## config.mk

```make
export PLATFORM = sky130hd
export DESIGN_NAME = ibm_regs
export DESIGN_NICKNAME = d
export VERILOG_FILES = /design/src/rtl/ibm_pkg.sv /design/src/rtl/ibm_regs.sv
export SDC_FILE = /design/constraint.sdc
export NUM_CORES = 1
export LEC_CHECK = 0
export BUFFER_PORTS_ARGS = -buffer_cell sky130_fd_sc_hd__buf_2
export CAP_MARGIN = 10
export CORE_MARGIN = 2
export CORE_UTILIZATION = 30
export CTS_CLUSTER_SIZE = 24
export DETAILED_ROUTE_END_ITERATION = 16
export HOLD_SLACK_MARGIN = 0.03
export PLACE_DENSITY = 0.68
export SLEW_MARGIN = 10
export SYNTH_ARGS = -nofsm -noshare
export SYNTH_HDL_FRONTEND = slang
export SYNTH_SLANG_ARGS = --single-unit
```

## constraint.sdc

```tcl
create_clock -name i_clk -period 0.8 [get_ports i_clk]
set_input_delay 0.16 -clock i_clk [delete_from_list [all_inputs] [get_ports i_clk]]
set_output_delay 0.16 -clock i_clk [all_outputs]
set_load 0.05 [all_outputs]
```

## src/rtl/ibm_pkg.sv

```systemverilog
// ---------------------------------------------------------------------------
// ibm_pkg
// Shared constants, codes, types and helpers of the inode block map allocator.
// ---------------------------------------------------------------------------
package ibm_pkg;

    localparam int DIRECT_PTRS     = 12;
    localparam int PTRS_PER_BLOCK  = 16;
    localparam int FREE_PTRS       = 15;
    localparam int INODES_PER_META = 4;
    localparam int DISK_BLOCKS_MAX = 1024;
    localparam int INODES_MAX      = 256;
    localparam int SLOTS_PER_INODE = DIRECT_PTRS + 3;

    localparam int BLK_W   = 10;
    localparam int LINK_W  = 11;
    localparam int DIGIT_W = 4;
    localparam int REL_W   = 3 * DIGIT_W;
    localparam int OFF_W   = 13;
    localparam int SZ_W    = 13;
    localparam int INO_W   = 8;
    localparam int FOFF_W  = 5;
    localparam int IBLK_W  = 7;
    localparam int IP_AW   = 12;
    localparam int PS_AW   = BLK_W + DIGIT_W;
    localparam int IP_DEPTH = INODES_MAX * SLOTS_PER_INODE;
    localparam int PS_DEPTH = DISK_BLOCKS_MAX * PTRS_PER_BLOCK;

    // Region limits of the logical index space
    localparam int LIM1 = DIRECT_PTRS + PTRS_PER_BLOCK;
    localparam int LIM2 = LIM1 + PTRS_PER_BLOCK * PTRS_PER_BLOCK;
    localparam int LIM3 = LIM2 + PTRS_PER_BLOCK * PTRS_PER_BLOCK * PTRS_PER_BLOCK;

    localparam logic [LINK_W-1:0] NIL_BLOCK = LINK_W'(DISK_BLOCKS_MAX);

    typedef enum logic [1:0] {
        ACT_READ, ACT_WRITE, ACT_TRUNC, ACT_FORMAT
    } t_action;

    typedef enum logic [1:0] {
        ST_OK, ST_BEYOND, ST_BAD_INODE, ST_NO_SPACE
    } t_status;

    typedef enum logic {
        REG_DISK_BLOCKS, REG_INODE_COUNT
    } t_reg_idx;

    typedef struct packed {
        logic [10:0] disk_blocks;
        logic [8:0]  inode_count;
    } t_cfg;

    typedef struct packed {
        logic [BLK_W-1:0] phys;
        t_status          status;
        logic [SZ_W-1:0]  fblocks;
    } t_result;

    typedef struct packed {
        logic             beyond;
        logic [1:0]       depth;
        logic [REL_W-1:0] rel;
    } t_region;

    function automatic t_region region_of(input logic [OFF_W-1:0] off);
        t_region rg;
        rg.beyond = 1'b0;
        rg.depth  = 2'd0;
        rg.rel    = REL_W'(off);
        if (off < OFF_W'(DIRECT_PTRS)) begin
            rg.depth = 2'd0;
        end else if (off < OFF_W'(LIM1)) begin
            rg.depth = 2'd1;
            rg.rel   = REL_W'(off - OFF_W'(DIRECT_PTRS));
        end else if (off < OFF_W'(LIM2)) begin
            rg.depth = 2'd2;
            rg.rel   = REL_W'(off - OFF_W'(LIM1));
        end else if (off < OFF_W'(LIM3)) begin
            rg.depth = 2'd3;
            rg.rel   = REL_W'(off - OFF_W'(LIM2));
        end else begin
            rg.beyond = 1'b1;
        end
        return rg;
    endfunction

    // Digit k (base PTRS_PER_BLOCK) of a relative index
    function automatic logic [DIGIT_W-1:0] digit_of(input logic [REL_W-1:0] rel,
                                                    input logic [1:0] k);
        logic [REL_W-1:0] sh;
        sh = rel >> {k, 2'b00};
        return sh[DIGIT_W-1:0];
    endfunction

    // Mask of the n lowest digits
    function automatic logic [REL_W-1:0] low_mask(input logic [1:0] n);
        logic [REL_W-1:0] one;
        one = REL_W'(1);
        return (one << {n, 2'b00}) - one;
    endfunction

endpackage

```

## src/rtl/ibm_regs.sv

```systemverilog
// ---------------------------------------------------------------------------
// ibm_regs
// APB configuration registers: disk size and inode count.
// ---------------------------------------------------------------------------
module ibm_regs (
    input  logic          i_clk,
    input  logic          i_rst_n,
    input  logic          psel,
    input  logic          penable,
    input  logic          pwrite,
    input  logic [2:0]    paddr,
    input  logic [31:0]   pwdata,
    output logic [31:0]   prdata,
    output logic          pready,
    output ibm_pkg::t_cfg o_cfg
);

    ibm_pkg::t_cfg    r_cfg;
    ibm_pkg::t_reg_idx idx;

    assign idx    = ibm_pkg::t_reg_idx'(paddr[2]);
    assign pready = 1'b1;

    always_ff @(posedge i_clk) begin
        if (!i_rst_n) begin
            r_cfg.disk_blocks <= 11'd1024;
            r_cfg.inode_count <= 9'd16;
        end else if (psel && penable && pwrite) begin
            case (idx)
                ibm_pkg::REG_DISK_BLOCKS: r_cfg.disk_blocks <= pwdata[10:0];
                ibm_pkg::REG_INODE_COUNT: r_cfg.inode_count <= pwdata[8:0];
                default: ;
            endcase
        end
    end

    always_comb begin
        case (idx)
            ibm_pkg::REG_DISK_BLOCKS: prdata = {21'd0, r_cfg.disk_blocks};
            ibm_pkg::REG_INODE_COUNT: prdata = {23'd0, r_cfg.inode_count};
            default:                  prdata = 32'd0;
        endcase
    end

    assign o_cfg = r_cfg;

endmodule

```

==> impl_metrics.yaml <==
synthesis:
  synth_flop_cell: "dfxtp_1"
  synthArstFlopShare_pct: 0
  synth-edff-count: 0
  ys_seq_elements: 20
  yosysTopAreaCellShare_pct: 37.0
  synth_area_um2: 1080
  synthDistinctLibCells: 12
  yosysWarnings: 0
  yosysSeqAreaShare_pct: 37.0
  avgSynthCellArea_um2: 9.40
  synth_area_leader_cell: "dfxtp_1"
  yosysMostFrequentCell: "nand2_1"
  synthTopCellsByArea: "dfxtp_1 37%, mux2i_1 19%, buf_4 15%"
  synthTopCellsByCount: "28 x nand2_1, 22 x buf_4, 20 x dfxtp_1, 20 x mux2i_1, 9 x mux2_2"
  synthCells: 115
timing:
  post-route-period-util_pct: 155
  fin_skew_ns: 0
  setup_viol: 33
  rsz0062_at_grt: "yes"
  timing.fmax_ghz: 0.807
  drv_slew: 0
  hold_violations: 0
  finalCriticalPeriod_ns: 1.24
  setup_slack_ns: -0.440
  finalSetupTns_ns: -9.71
power_and_ir_drop:
  powerDensity_nw_per_um2: 1080
  p_switching_w: 0.000822
  p_int_w: 0.00142
  combPwrFrac_pct: 35.3
  power_frac_clock_pct: 21.0
  vdd_drop_max_v: 0.000475
  p_seq_share_pct: 43.7
  finalPower_w: 0.00224
  switching_share_pct: 36.6
  leakage_nw: 0.999
clock_network:
  clk_latency_ns: 0.29
  path_clk_slew_ns: 0.11
  cts.path.max_buffers: 2
  cts.sinks: 20
  h-tree-depth: 1
  clk_root_buffer_cell: "clkbuf_4"
  cts_tree: "built"
  cts_buffers: 3
cells_and_area:
  final_util_pct: 61.3
  area_delta_synth_final_pct: 92.2
  nFillCells: 271
  largest_register_ffs: 20
  layout.nets: 232
  final_area_um2: 2080
  layout-drive-gt1-share_pct: 61.8
  n_antenna_cell: 0
worst_hold_path:
  min_delay_path_depth: 3
  min_path_type: "input port to register"
critical_path:
  cp.required_ns: 0.64
  worstPathArrival_ns: 1.08
  crit_path_end_kind: "primary output"
  critical_path.startpoint_type: "register"
  path_max_fanout: 2
  rr_worst_depth: 4
  crit_type: "register to primary output"
floorplan:
  start_util_pct: 31.9
  dieHeight_um: 64.0
  die-area_um2: 4100
  num_rows: 21
  core_area_um2: 3390
  boundaryPins: 93
  die_x_um: 64.0
global_routing:
  grt_pass1_vias: 922
  grt_max_degree: 15
  grt-ovfl-total: 0
  antenna_found_initial: 0
  grt_use_total_pct: 13.0
  grt_pass1_wl_mm: 4.17
detailed_routing:
  routed_wl_mm: 2.97
  dr_total_vias: 987
  viasPerCell: 4.16
  post_drt_wl_per_cell_um: 12.5
  drcViolationCount: 0
  drt_iter0_drc: 21
  first_pass_iters: 4
  antenna_left: 0
place:
  gp_congestion: 0.690
  dp_hpwl_mm: 1.84
  io_buffers: 47
  placed_area_um2: 1630
run:
  cap_violations: 0
status:
  violations: "setup timing"
  status: "finished with violations"
## area by class of cell
cell class,instances,area (um^2),area share [%]
Multi-Input combinational cell,87,603,29.0
Tap cell,46,57.6,2.77
Sequential cell,20,475,22.9
Timing Repair Buffer,80,916,44.1
Clock inverter,1,3.75,0.181
Clock buffer,3,22.5,1.08
## per-layer routing
layer,vias up,global-route usage (%),wire (um)
met2,51,23.3,1510
li1,486,-,-
met4,0,3.26,20
met5,-,0,0
met1,447,15.4,1190
met3,3,3.35,247
## cell usage in the layout (no fill, tap or decap), drive strengths merged
master and count:
clkbuf 3, mux2 9, nor2b 6, conb 22
dfxtp 20, nand2 28, clkinv 1, mux2i 20
buf 80, and4b 1, nand4 1
## final timing paths
kind	start	endpoint	slack (ns)
setup / recovery	o_cfg[13]$_SDFFE_PN0P_	prdata[4]	-0.44
hold / removal	pwdata[9]	o_cfg[18]$_SDFFE_PN0P_	0.11
setup reg to reg	o_cfg[4]$_SDFFE_PN1P_	o_cfg[4]$_SDFFE_PN1P_	-0.05
hold reg to reg	o_cfg[15]$_SDFFE_PN0P_	o_cfg[15]$_SDFFE_PN0P_	0.59
## critical path, stage by stage (launching register included)
cell	delay [ns]
dfxtp_4	0.36
mux2_4	0.27
buf_6	0.16
## through the flow
step / setup WS [ns] / std cells / hold WS [ns]
final: -0.440 / 237 / 0.113
after global routing: -0.485 / 237 / 0.102
after CTS: -0.448 / 233 / 0.0897
after detailed placement: -0.308 / 227 / 0.406
after global placement: -0.302 / 227 / 0.405
after floorplan: -0.135 / 135 / 0.292
## kinds of logic (layout without fill, tap and decap cells)
group / count (synthesis) / after routing / synth area share, %
AND/OR/NAND/NOR: 36 / 36 / 15.0
multiplexers: 29 / 29 / 27.9
other: 2 / 22 / 0.695
buffers and inverters: 28 / 84 / 19.3
flip-flops: 20 / 20 / 37.0
## power groups by stage
stage | combinational [W] | sequential [W] | clock (W)
after CTS | 0.000759 | 0.000981 | 0.000498
after detailed placement | 0.000666 | 0.00100 | 0
after global placement | 0.000667 | 0.00100 | 0
after floorplan | 0.000505 | 0.00108 | 0
final | 0.000791 | 0.000980 | 0.000472
after global routing | 0.000825 | 0.000983 | 0.000552
## timing repair
action / in CTS / in global routing
buffers inserted: 2 / 10
resized for setup: 100 / 18
hold buffers: 0 / 0
endpoints found under the setup margin: 31 / 33
endpoints found under the hold margin: 0 / 0
(Power assumes the default switching activity.)
